$ cat src/rtl/isc_pkg.sv
// Shared types, codes and constants for the irrigation schedule controller.
// No dependencies; imported by every module of the block except isc_ram.
package isc_pkg;

   localparam int SLOTS_DEF  = 32;
   localparam int VALVES_DEF = 4;

   localparam logic [15:0] WARN_RESET  = 16'd30;
   localparam logic [15:0] LIMIT_RESET = 16'd60;
   localparam logic [15:0] MINUTES_MAX = 16'hFFFF;

   // request actions
   localparam logic [2:0] ACT_TICK   = 3'd0;
   localparam logic [2:0] ACT_CREATE = 3'd1;
   localparam logic [2:0] ACT_MODIFY = 3'd2;
   localparam logic [2:0] ACT_DELETE = 3'd3;
   localparam logic [2:0] ACT_MAN_ON = 3'd4;
   localparam logic [2:0] ACT_MAN_OFF = 3'd5;

   // event codes
   localparam logic [3:0] EV_DONE       = 4'd0;
   localparam logic [3:0] EV_AUTO_START = 4'd1;
   localparam logic [3:0] EV_AUTO_STOP  = 4'd2;
   localparam logic [3:0] EV_MAN_START  = 4'd3;
   localparam logic [3:0] EV_MAN_STOP   = 4'd4;
   localparam logic [3:0] EV_FORCED     = 4'd5;
   localparam logic [3:0] EV_WARN       = 4'd6;
   localparam logic [3:0] EV_FULL       = 4'd7;
   localparam logic [3:0] EV_NOT_FOUND  = 4'd8;

   // register indexes
   localparam logic [0:0] CSR_WARN  = 1'b0;
   localparam logic [0:0] CSR_LIMIT = 1'b1;

   // session entry: key, enable, valve, start, duration, days
   typedef struct packed {
      logic [15:0] key;
      logic        enable;
      logic [1:0]  valve;
      logic [10:0] start;
      logic [10:0] dur;
      logic [6:0]  days;
   } session_type;

   localparam int SESSION_W = $bits(session_type);

   // controller to datapath commands
   typedef struct packed {
      logic load_req;     // capture request
      logic clr_idx;      // index <= 0
      logic inc_idx;      // index <= index + 1
      logic rd_slot;      // issue table read at index
      logic eval_slot;    // evaluate registered read data
      logic do_write;     // write the table (create/modify/delete)
      logic do_manual;    // manual on/off
      logic eval_valve;   // manual valve check at index
      logic emit_close;   // emit the closing result of the request
      logic pop_out;      // output register taken
   } ctl_type;

   // datapath to controller status
   typedef struct packed {
      logic [2:0] action;
      logic       slot_end;   // index reached session count
      logic       valve_end;  // index reached last valve
      logic       match;      // read key matches request key
      logic       out_full;   // output register holds a result
      logic       full;       // table full
   } sts_type;

endpackage

$ cat src/rtl/isc_ram.sv
// Generic simple dual-port RAM (one write port, one read port) with registered read.
// No dependencies.
module isc_ram #(
   parameter int WIDTH = 8,
   parameter int DEPTH = 16
) (
   input  logic                     clock,
   input  logic                     wr_en,
   input  logic [$clog2(DEPTH)-1:0] wr_addr,
   input  logic [WIDTH-1:0]         wr_data,
   input  logic [$clog2(DEPTH)-1:0] rd_addr,
   output logic [WIDTH-1:0]         rd_data
);
   logic [WIDTH-1:0] mem_ff [DEPTH];
   logic [WIDTH-1:0] rd_data_ff;

   // write port and registered read
   always_ff @(posedge clock) begin
      if (wr_en) begin
         mem_ff[wr_addr] <= wr_data;
      end
      rd_data_ff <= mem_ff[rd_addr];
   end

   assign rd_data = rd_data_ff;
endmodule

$ cat src/rtl/isc_datapath.sv
// Datapath: request register, session RAM, running flags, manual counters,
// valve drive and result register. Depends on isc_pkg and isc_ram.
module isc_datapath #(
   parameter int SESSION_SLOTS = isc_pkg::SLOTS_DEF,
   parameter int VALVE_COUNT   = isc_pkg::VALVES_DEF
) (
   input  logic               clock,
   input  logic               reset,
   input  isc_pkg::ctl_type   ctl,
   output isc_pkg::sts_type   sts,
   input  logic [2:0]         req_action,
   input  logic [10:0]        req_minute_of_day,
   input  logic [2:0]         req_day_of_week,
   input  logic [15:0]        req_session_key,
   input  logic               req_enable_bit,
   input  logic [1:0]         req_valve,
   input  logic [10:0]        req_start_minute,
   input  logic [10:0]        req_duration,
   input  logic [6:0]         req_day_mask,
   input  logic               csr_write_en,
   input  logic               csr_index,
   input  logic [15:0]        csr_write_data,
   output logic               rsp_valid,
   output logic [3:0]         rsp_event_res,
   output logic [1:0]         rsp_event_valve,
   output logic [5:0]         rsp_event_slot,
   output logic [3:0]         rsp_valve_drive,
   output logic               rsp_last_result
);
   import isc_pkg::*;

   localparam int AW  = (SESSION_SLOTS > 1) ? $clog2(SESSION_SLOTS) : 1;
   localparam int CW  = $clog2(SESSION_SLOTS + 1);
   localparam int IW  = (CW > 2) ? CW : 2;

   // request capture
   logic [2:0]  action_ff;
   logic [10:0] now_ff;
   logic [2:0]  day_ff;
   session_type req_ff;
   always_ff @(posedge clock) begin
      if (ctl.load_req) begin
         action_ff    <= req_action;
         now_ff       <= req_minute_of_day;
         day_ff       <= req_day_of_week;
         req_ff.key   <= req_session_key;
         req_ff.enable <= req_enable_bit;
         req_ff.valve <= req_valve;
         req_ff.start <= req_start_minute;
         req_ff.dur   <= req_duration;
         req_ff.days  <= req_day_mask;
      end
   end

   // configuration registers
   logic [15:0] warn_ff, limit_ff;
   always_ff @(posedge clock) begin
      if (reset) begin
         warn_ff  <= WARN_RESET;
         limit_ff <= LIMIT_RESET;
      end else if (csr_write_en) begin
         if (csr_index == CSR_WARN) warn_ff <= csr_write_data;
         else limit_ff <= csr_write_data;
      end
   end

   // walk index and its copy for the registered read
   logic [IW-1:0] idx_ff, idx_in, rdx_ff;
   always_comb begin
      idx_in = idx_ff;
      if (ctl.clr_idx) idx_in = '0;
      else if (ctl.inc_idx) idx_in = idx_ff + 1'b1;
   end
   always_ff @(posedge clock) begin
      if (reset) begin
         idx_ff <= '0;
         rdx_ff <= '0;
      end else begin
         idx_ff <= idx_in;
         if (ctl.rd_slot) rdx_ff <= idx_ff;
      end
   end

   // session table
   logic [CW-1:0] count_ff;
   session_type   rd_entry, wr_entry;
   logic          wr_en;
   logic [AW-1:0] wr_addr;
   logic [SESSION_W-1:0] rd_raw;
   assign rd_entry = session_type'(rd_raw);

   // read the slot held in rdx so the data lines up with its slot number
   isc_ram #(.WIDTH(SESSION_W), .DEPTH(SESSION_SLOTS)) u_table (
      .clock   (clock),
      .wr_en   (wr_en),
      .wr_addr (wr_addr),
      .wr_data (SESSION_W'(wr_entry)),
      .rd_addr (rdx_ff[AW-1:0]),
      .rd_data (rd_raw)
   );

   // running flags, manual state, drive
   logic [SESSION_SLOTS-1:0] run_ff, run_in;
   logic [VALVE_COUNT-1:0]   man_ff, man_in, warned_ff, warned_in;
   logic [15:0]              mins_ff [VALVE_COUNT];
   logic [15:0]              mins_in [VALVE_COUNT];
   logic [3:0]               drive_ff, drive_in;
   logic [CW-1:0]            count_in;

   // result register
   logic       out_valid_ff, out_valid_in;
   logic [3:0] ev_ff, ev_in;
   logic [1:0] ev_valve_ff, ev_valve_in;
   logic [5:0] ev_slot_ff, ev_slot_in;
   logic       last_ff, last_in;

   logic          full;
   logic          match;
   logic [11:0]   end_min;
   logic          day_hit;
   logic          vok;
   logic [1:0]    vi;
   logic [15:0]   mnext;
   logic          out_set;

   assign full    = (count_ff == CW'(SESSION_SLOTS));
   assign match   = (rd_entry.key == req_ff.key);
   assign end_min = {1'b0, rd_entry.start} + {1'b0, rd_entry.dur};
   assign day_hit = (day_ff != 3'd7) && rd_entry.days[day_ff];
   assign vok     = (32'(rd_entry.valve) < VALVE_COUNT);
   assign vi      = idx_ff[1:0];
   assign mnext   = (mins_ff[vi] == MINUTES_MAX) ? MINUTES_MAX : mins_ff[vi] + 16'd1;

   always_comb begin
      run_in      = run_ff;
      man_in      = man_ff;
      warned_in   = warned_ff;
      mins_in     = mins_ff;
      drive_in    = drive_ff;
      count_in    = count_ff;
      wr_en       = 1'b0;
      wr_addr     = idx_ff[AW-1:0];
      wr_entry    = req_ff;
      out_set     = 1'b0;
      ev_in       = ev_ff;
      ev_valve_in = ev_valve_ff;
      ev_slot_in  = ev_slot_ff;
      last_in     = 1'b0;

      // evaluate one session slot
      if (ctl.eval_slot && (rd_entry.key != '0)) begin
         if (!run_ff[rdx_ff[AW-1:0]] && vok
             && !man_ff[rd_entry.valve] && day_hit
             && ({1'b0, rd_entry.start} < {1'b0, now_ff}) && (end_min > {1'b0, now_ff})
             && rd_entry.enable) begin
            drive_in[rd_entry.valve] = 1'b1;
            run_in[rdx_ff[AW-1:0]]   = 1'b1;
            out_set     = 1'b1;
            ev_in       = EV_AUTO_START;
            ev_valve_in = rd_entry.valve;
            ev_slot_in  = 6'(rdx_ff);
         end else if ((end_min < {1'b0, now_ff}) && run_ff[rdx_ff[AW-1:0]]) begin
            if (vok) drive_in[rd_entry.valve] = 1'b0;
            run_in[rdx_ff[AW-1:0]] = 1'b0;
            out_set     = 1'b1;
            ev_in       = EV_AUTO_STOP;
            ev_valve_in = rd_entry.valve;
            ev_slot_in  = 6'(rdx_ff);
         end
      end

      // age one manual valve
      if (ctl.eval_valve && man_ff[vi]) begin
         if (mnext > limit_ff) begin
            man_in[vi]  = 1'b0;
            mins_in[vi] = '0;
            drive_in[vi] = 1'b0;
            out_set     = 1'b1;
            ev_in       = EV_FORCED;
            ev_valve_in = vi;
            ev_slot_in  = '0;
         end else begin
            mins_in[vi] = mnext;
            if ((mnext > warn_ff) && !warned_ff[vi]) begin
               warned_in[vi] = 1'b1;
               out_set     = 1'b1;
               ev_in       = EV_WARN;
               ev_valve_in = vi;
               ev_slot_in  = '0;
            end
         end
      end

      // table writes and closing results
      if (ctl.do_write) begin
         ev_valve_in = req_ff.valve;
         ev_slot_in  = '0;
         case (action_ff)
            ACT_CREATE: begin
               if (full) begin
                  ev_in = EV_FULL;
               end else begin
                  wr_en    = 1'b1;
                  wr_addr  = count_ff[AW-1:0];
                  run_in[count_ff[AW-1:0]] = 1'b0;
                  count_in = count_ff + 1'b1;
                  ev_in    = EV_DONE;
                  ev_slot_in = 6'(count_ff);
               end
            end
            ACT_MODIFY, ACT_DELETE: begin
               if (match && !sts.slot_end) begin
                  wr_en   = 1'b1;
                  wr_addr = rdx_ff[AW-1:0];
                  if (action_ff == ACT_DELETE) begin
                     wr_entry = rd_entry;
                     wr_entry.key = '0;
                  end
                  ev_in      = EV_DONE;
                  ev_slot_in = 6'(rdx_ff);
               end else begin
                  ev_in = EV_NOT_FOUND;
               end
            end
            default: begin
               ev_in = EV_DONE;
            end
         endcase
      end

      // manual on and off
      if (ctl.do_manual) begin
         ev_valve_in = req_ff.valve;
         ev_slot_in  = '0;
         if (32'(req_ff.valve) >= VALVE_COUNT) begin
            ev_in = EV_NOT_FOUND;
         end else if (action_ff == ACT_MAN_ON) begin
            man_in[req_ff.valve]    = 1'b1;
            mins_in[req_ff.valve]   = '0;
            warned_in[req_ff.valve] = 1'b0;
            drive_in[req_ff.valve] = 1'b1;
            ev_in = EV_MAN_START;
         end else begin
            man_in[req_ff.valve]  = 1'b0;
            mins_in[req_ff.valve] = '0;
            drive_in[req_ff.valve] = 1'b0;
            ev_in = EV_MAN_STOP;
         end
      end

      // closing result of a tick or an unknown action
      if (ctl.emit_close && !ctl.do_write && !ctl.do_manual) begin
         ev_in       = EV_DONE;
         ev_valve_in = '0;
         ev_slot_in  = '0;
      end
      if (ctl.emit_close) begin
         out_set = 1'b1;
         last_in = 1'b1;
      end

      out_valid_in = out_set | (out_valid_ff & ~ctl.pop_out);
   end

   always_ff @(posedge clock) begin
      if (reset) begin
         run_ff       <= '0;
         man_ff       <= '0;
         warned_ff    <= '0;
         drive_ff     <= '0;
         count_ff     <= '0;
         out_valid_ff <= 1'b0;
         for (int v = 0; v < VALVE_COUNT; v++) mins_ff[v] <= '0;
      end else begin
         run_ff       <= run_in;
         man_ff       <= man_in;
         warned_ff    <= warned_in;
         drive_ff     <= drive_in;
         count_ff     <= count_in;
         out_valid_ff <= out_valid_in;
         mins_ff      <= mins_in;
      end
   end

   // hold the result payload
   always_ff @(posedge clock) begin
      if (out_set) begin
         ev_ff       <= ev_in;
         ev_valve_ff <= ev_valve_in;
         ev_slot_ff  <= ev_slot_in;
         last_ff     <= last_in;
      end
   end

   assign sts.action    = action_ff;
   assign sts.slot_end  = (rdx_ff >= IW'(count_ff));
   assign sts.valve_end = (idx_ff == IW'(VALVE_COUNT - 1));
   assign sts.match     = match;
   assign sts.out_full  = out_valid_ff;
   assign sts.full      = full;

   assign rsp_valid       = out_valid_ff;
   assign rsp_event_res   = ev_ff;
   assign rsp_event_valve = ev_valve_ff;
   assign rsp_event_slot  = ev_slot_ff;
   assign rsp_valve_drive = drive_ff;
   assign rsp_last_result = last_ff;
endmodule

$ cat src/rtl/isc_ctrl.sv
// Controller state machine: sequences the session walk, the valve walk and
// the key search. Depends on isc_pkg.
module isc_ctrl (
   input  logic             clock,
   input  logic             reset,
   input  logic             req_valid,
   output logic             req_ready,
   input  logic             rsp_ready,
   input  isc_pkg::sts_type sts,
   output isc_pkg::ctl_type ctl
);
   import isc_pkg::*;

   localparam logic [2:0] ST_IDLE   = 3'd0;
   localparam logic [2:0] ST_DISP   = 3'd1;
   localparam logic [2:0] ST_READ   = 3'd2;
   localparam logic [2:0] ST_SLOT   = 3'd3;
   localparam logic [2:0] ST_VALVE  = 3'd4;
   localparam logic [2:0] ST_SEARCH = 3'd5;
   localparam logic [2:0] ST_CLOSE  = 3'd6;

   logic [2:0] state_ff, state_in;
   logic       pop;

   assign pop       = sts.out_full & rsp_ready;
   assign req_ready = (state_ff == ST_IDLE);

   always_comb begin
      state_in = state_ff;
      ctl      = '0;
      ctl.pop_out = pop;
      case (state_ff)
         ST_IDLE: begin
            if (req_valid) begin
               ctl.load_req = 1'b1;
               ctl.clr_idx  = 1'b1;
               state_in     = ST_DISP;
            end
         end
         // route by action; index is zero here
         ST_DISP: begin
            case (sts.action)
               ACT_TICK, ACT_MODIFY, ACT_DELETE: begin
                  ctl.rd_slot = 1'b1;
                  ctl.inc_idx = 1'b1;
                  state_in    = ST_READ;
               end
               default: state_in = ST_CLOSE;
            endcase
         end
         // read data lands next cycle
         ST_READ: begin
            state_in = (sts.action == ACT_TICK) ? ST_SLOT : ST_SEARCH;
         end
         // one slot per visit, wait while a result is pending
         ST_SLOT: begin
            if (sts.slot_end) begin
               ctl.clr_idx = 1'b1;
               ctl.rd_slot = 1'b1;
               state_in    = ST_VALVE;
            end else if (!sts.out_full || pop) begin
               ctl.eval_slot = 1'b1;
               ctl.rd_slot   = 1'b1;
               ctl.inc_idx   = 1'b1;
               state_in      = ST_READ;
            end
         end
         // one valve per cycle while no result is pending or the pending one is taken
         ST_VALVE: begin
            if (!sts.out_full || pop) begin
               ctl.eval_valve = 1'b1;
               ctl.rd_slot    = 1'b1;
               ctl.inc_idx    = 1'b1;
               if (sts.valve_end) state_in = ST_CLOSE;
            end
         end
         // compare keys until a match or the count
         ST_SEARCH: begin
            if (sts.match || sts.slot_end) begin
               state_in = ST_CLOSE;
            end else begin
               ctl.rd_slot = 1'b1;
               ctl.inc_idx = 1'b1;
               state_in    = ST_READ;
            end
         end
         ST_CLOSE: begin
            if (!sts.out_full || pop) begin
               ctl.emit_close = 1'b1;
               case (sts.action)
                  ACT_CREATE, ACT_MODIFY, ACT_DELETE: ctl.do_write = 1'b1;
                  ACT_MAN_ON, ACT_MAN_OFF: ctl.do_manual = 1'b1;
                  default: ;
               endcase
               state_in = ST_IDLE;
            end
         end
         default: state_in = ST_IDLE;
      endcase
   end

   always_ff @(posedge clock) begin
      if (reset) state_ff <= ST_IDLE;
      else state_ff <= state_in;
   end
endmodule

$ cat src/rtl/irrigation_schedule_controller_unit.sv
// Irrigation schedule controller top level: controller plus datapath.
// Create, manual and unknown requests go straight to the closing state; modify and delete
// compare keys up to a match or the session count; a tick walks each slot in use, then
// each valve, one registered session RAM read per slot; a pending result stalls the walk.
// One request at a time: the next can be taken in the same cycle the last result appears.
// Sync reset clears count, flags, drive, result valid, presets limits; session RAM not cleared.
module irrigation_schedule_controller_unit #(
   parameter int SESSION_SLOTS = isc_pkg::SLOTS_DEF,
   parameter int VALVE_COUNT   = isc_pkg::VALVES_DEF
) (
   input  logic        clock,
   input  logic        reset,
   input  logic        req_valid,
   output logic        req_ready,
   input  logic [2:0]  req_action,
   input  logic [10:0] req_minute_of_day,
   input  logic [2:0]  req_day_of_week,
   input  logic [15:0] req_session_key,
   input  logic        req_enable_bit,
   input  logic [1:0]  req_valve,
   input  logic [10:0] req_start_minute,
   input  logic [10:0] req_duration,
   input  logic [6:0]  req_day_mask,
   output logic        rsp_valid,
   input  logic        rsp_ready,
   output logic [3:0]  rsp_event_res,
   output logic [1:0]  rsp_event_valve,
   output logic [5:0]  rsp_event_slot,
   output logic [3:0]  rsp_valve_drive,
   output logic        rsp_last_result,
   input  logic        csr_write_en,
   input  logic        csr_index,
   input  logic [15:0] csr_write_data
);
   import isc_pkg::*;

   ctl_type ctl;
   sts_type sts;

   isc_ctrl u_ctrl (
      .clock     (clock),
      .reset     (reset),
      .req_valid (req_valid),
      .req_ready (req_ready),
      .rsp_ready (rsp_ready),
      .sts       (sts),
      .ctl       (ctl)
   );

   isc_datapath #(
      .SESSION_SLOTS (SESSION_SLOTS),
      .VALVE_COUNT   (VALVE_COUNT)
   ) u_datapath (
      .clock             (clock),
      .reset             (reset),
      .ctl               (ctl),
      .sts               (sts),
      .req_action        (req_action),
      .req_minute_of_day (req_minute_of_day),
      .req_day_of_week   (req_day_of_week),
      .req_session_key   (req_session_key),
      .req_enable_bit    (req_enable_bit),
      .req_valve         (req_valve),
      .req_start_minute  (req_start_minute),
      .req_duration      (req_duration),
      .req_day_mask      (req_day_mask),
      .csr_write_en      (csr_write_en),
      .csr_index         (csr_index),
      .csr_write_data    (csr_write_data),
      .rsp_valid         (rsp_valid),
      .rsp_event_res     (rsp_event_res),
      .rsp_event_valve   (rsp_event_valve),
      .rsp_event_slot    (rsp_event_slot),
      .rsp_valve_drive   (rsp_valve_drive),
      .rsp_last_result   (rsp_last_result)
   );
endmodule

$ cat config.mk
export PLATFORM = sky130hd
export DESIGN_NAME = irrigation_schedule_controller_unit
export DESIGN_NICKNAME = d
export VERILOG_FILES = /design/src/rtl/isc_pkg.sv /design/src/rtl/isc_ram.sv /design/src/rtl/isc_datapath.sv /design/src/rtl/isc_ctrl.sv /design/src/rtl/irrigation_schedule_controller_unit.sv
export SDC_FILE = /design/constraint.sdc
export NUM_CORES = 2
export LEC_CHECK = 0
export ABC_AREA = 1
export BUFFER_PORTS_ARGS = -buffer_cell sky130_fd_sc_hd__buf_2
export CAP_MARGIN = 20
export CORE_ASPECT_RATIO = 1.2
export CORE_MARGIN = 10
export CORE_UTILIZATION = 59
export CTS_BUF_LIST = sky130_fd_sc_hd__clkbuf_4 sky130_fd_sc_hd__clkbuf_8
export CTS_CLUSTER_SIZE = 30
export DETAILED_ROUTE_END_ITERATION = 12
export GPL_ROUTABILITY_DRIVEN = 0
export PLACE_DENSITY = 0.78
export SLEW_MARGIN = 20
export SYNTH_ARGS = -nofsm -noshare
export SYNTH_HDL_FRONTEND = slang
export SYNTH_HIERARCHICAL = 1
export SYNTH_SLANG_ARGS = --single-unit
$ cat constraint.sdc
create_clock -name clock -period 5.3 [get_ports clock]
set_input_delay 0.265 -clock clock [delete_from_list [all_inputs] [get_ports clock]]
set_output_delay 0.265 -clock clock [all_outputs]
set_load 0.01 [all_outputs]
==> out/results.tsv <==
stage	metric	value	unit
grt	grt total ovfl	0	
logic_synthesis	Post-Syn Nets	7408	
critical_path	CP Max Fanout	42	
floorplan	Starting Density	0.594	
power	Max IR drop VDD	0.000325	V
power	Comb power frac	0.198	
timing	fin crit share	0.926	
finish	NumNets Final	7681	
floorplan	I/O pins	106	
route	Total Wirelength	211	mm
place	Post-DP HPWL	110	mm
route	remaining antenna violation count	0	
timing	worst rel slew slack	0.218	
grt	first-pass GRT wire length	318	mm
critical_path	critical path capture point type	flip-flop	
logic_synthesis	Mapped Area	77200	µm²
finish	Filler Cells Inserted	9101	
timing	RSZ-0062 raised after global routing	false	
finish	Post-Layout Inst Area	86500	µm²
timing	Final Setup Violations	0	
min_path	Hold Path Class	in2reg	
timing	Setup TNS	0	ns
grt	initial antenna violation count	7	
timing	hold slack final	0.0491	ns
finish	share of cells above drive strength 1	0.102	
route	wire per inst	22.5	µm
logic_synthesis	Synthesis Warnings	6	
route	DR vias	56586	
clock_tree	CTS tree	yes	
critical_path	critical path launch point type	flip-flop	
clock_tree	H-tree Lvls	5	
timing	fmax	204	MHz
critical_path	required time of the critical path	6.18	ns
clock_tree	Sink Count	1824	
clock_tree	clock-pin slew on the worst setup and hold paths	0.07	ns
run	max-cap violations	0	
timing	clock skew	0.0520	ns
status	status	finished, final reports clean	
timing	Tmin final	4.91	ns
floorplan	# rows	145	
route	initial drt markers	7796	
grt	largest net degree at the start of global routing	228	
power	power share of the sequential group	0.478	
grt	vias in the first global route	54646	
floorplan	Die W	350	µm
critical_path	CP Class	reg2reg	
clock_tree	CTS buffer count	291	
clock_tree	CTS root buf	clkbuf_8	
timing	Tightest Pin Transition	1.17	ns
critical_path	R2R depth	23	
power	clock network fraction of total power	0.323	
route	1st-pass router iterations	8	
power	cell-internal power	25.3	mW
route	vias per std cell	6.01	
clock_tree	CTS max path bufs	4	
power	Sw Ratio	0.303	
floorplan	Core Area	130000	µm²
timing	final slew viol count	0	
min_path	Min-Delay Path Depth	2	
power	Switching Power	11.0	mW
timing	Final Hold Fails	0	
clock_tree	clock latency on the worst-skew pair	1.01	ns
floorplan	Die H	416	µm
power	static leakage	33.1	nW
logic_synthesis	Post-Syn Instances	7241	
finish	P&R area growth vs syn	12.0	%
place	input/output buffers	105	
place	Area after DPL	79300	µm²
grt	GRT Util Overall	0.283	
floorplan	die area	146000	µm²
power	Pwr Density	420	nW/µm²
critical_path	Critical Path AT	5.78	ns
logic_synthesis	average size of a mapped cell	10.7	µm²
finish	Register Area	52700	µm²
route	drt drc	0	
finish	Multi-input gate area	21600	µm²
[worst paths after layout]
path                               start                     end  slack (ns)
setup reg to reg    u_datapath/idx_ff[0]    u_datapath/rsp_valid        0.39
hold reg to reg   u_datapath/mins_ff[24]  u_datapath/mins_ff[24]        0.47
setup / recovery    u_datapath/idx_ff[0]    u_datapath/rsp_valid        0.39
hold / removal           req_day_mask[0]    u_datapath/req_ff[0]        0.05
[stage by stage]
stage	std cells	worst slack, ns	utilization	total power [mW]
finish	9408	0.393	0.665	36.3
global route	9406	0.00469	0.665	37.8
CTS	9402	0.0522	0.664	36.2
detailed placement	8760	0.455	0.610	24.5
global placement	8760	0.570	0.610	24.3
floorplan	7241	0.414	-	22.4
[state kept, by name (all words and copies together) (netlist names), 6 cells and up]
signal / cells
u_datapath/count_ff: 6
u_datapath/rdx_ff: 6
u_datapath/u_table/rd_data: 48
u_datapath/req_ff: 48
u_datapath/warn_ff: 16
u_datapath/limit_ff: 16
u_datapath/u_table/mem_ff: 1536
u_datapath/now_ff: 11
u_datapath/idx_ff: 6
u_datapath/mins_ff: 64
u_datapath/rsp_event_slot: 6
u_datapath/run_ff: 32
[metal layers]
layer	track usage	share of wire
met5	0	0.00013
met4	0.133	0.046
met3	0.0627	0.12
met2	0.460	0.47
met1	0.361	0.36
[power by group through the flow]
stage	Sequential, mW	Clock, mW	Combinational, mW
2_1_floorplan	17.4	0	5.00
3_3_place_gp	17.6	0	6.65
3_5_place_dp	17.6	0	6.87
4_1_cts	17.3	11.8	7.00
5_1_grt	17.4	12.5	7.92
6_report	17.4	11.7	7.20
[placed cells by master (no fill, tap or decap), types with 15 or more instances in the layout]
cell / instances
dlygate4sd3_1: 150
nor2_4: 37
nor3_1: 38
buf_2: 105
clkinv_1: 43
edfxtp_1: 1614
clkbuf_4: 94
o211a_1: 31
buf_4: 88
nand2_1: 2683
clkinv_2: 32
o211ai_1: 19
clkbuf_8: 312
ha_1: 79
a21oi_1: 157
buf_12: 34
dfxtp_1: 205
a22oi_1: 15
nand3_1: 1251
o21ai_1: 35
nand2_2: 18
inv_1: 258
o21ai_0: 140
xnor2_1: 18
nor2_1: 146
[layout make-up]
| class | count | area share |
|---|---|---|
| Timing Repair Buffer | 379 | 0.0394 |
| Inverter | 279 | 0.0124 |
| Sequential cell | 1824 | 0.609 |
| Clock buffer | 406 | 0.0578 |
| Multi-Input combinational cell | 4739 | 0.250 |
| Tap cell | 1690 | 0.0244 |
| Antenna cell | 5 | 0.000145 |
| Clock inverter | 86 | 0.00673 |
[critical path: stages (launching register included)]
cell and delay, ns:
dfxtp_1 0.38, buf_8 0.25, o21ai_0 0.16, o22ai_2 0.26, ha_1 0.23, nand2_1 0.13
nor3_4 0.18, inv_2 0.07, nor2_4 0.13, nand3_1 0.14, nand2_1 0.24, a21boi_1 0.31
ha_1 0.31, nand4_1 0.14, inv_1 0.06, a21oi_1 0.18, nand2_1 0.07, nand2_1 0.20
nand2_1 0.13, inv_1 0.15, nand2_2 0.24, a21oi_1 0.20, nor2_1 0.05, dlygate4sd3_1 0.57
[what timing repair did]
action	in CTS	in global routing
resized for setup	0	7
hold buffers	150	0
setup buffers	0	0
endpoints found under the setup margin	0	20
hold endpoints to repair	123	0
Note: power is estimated with default switching activity, not from simulation.
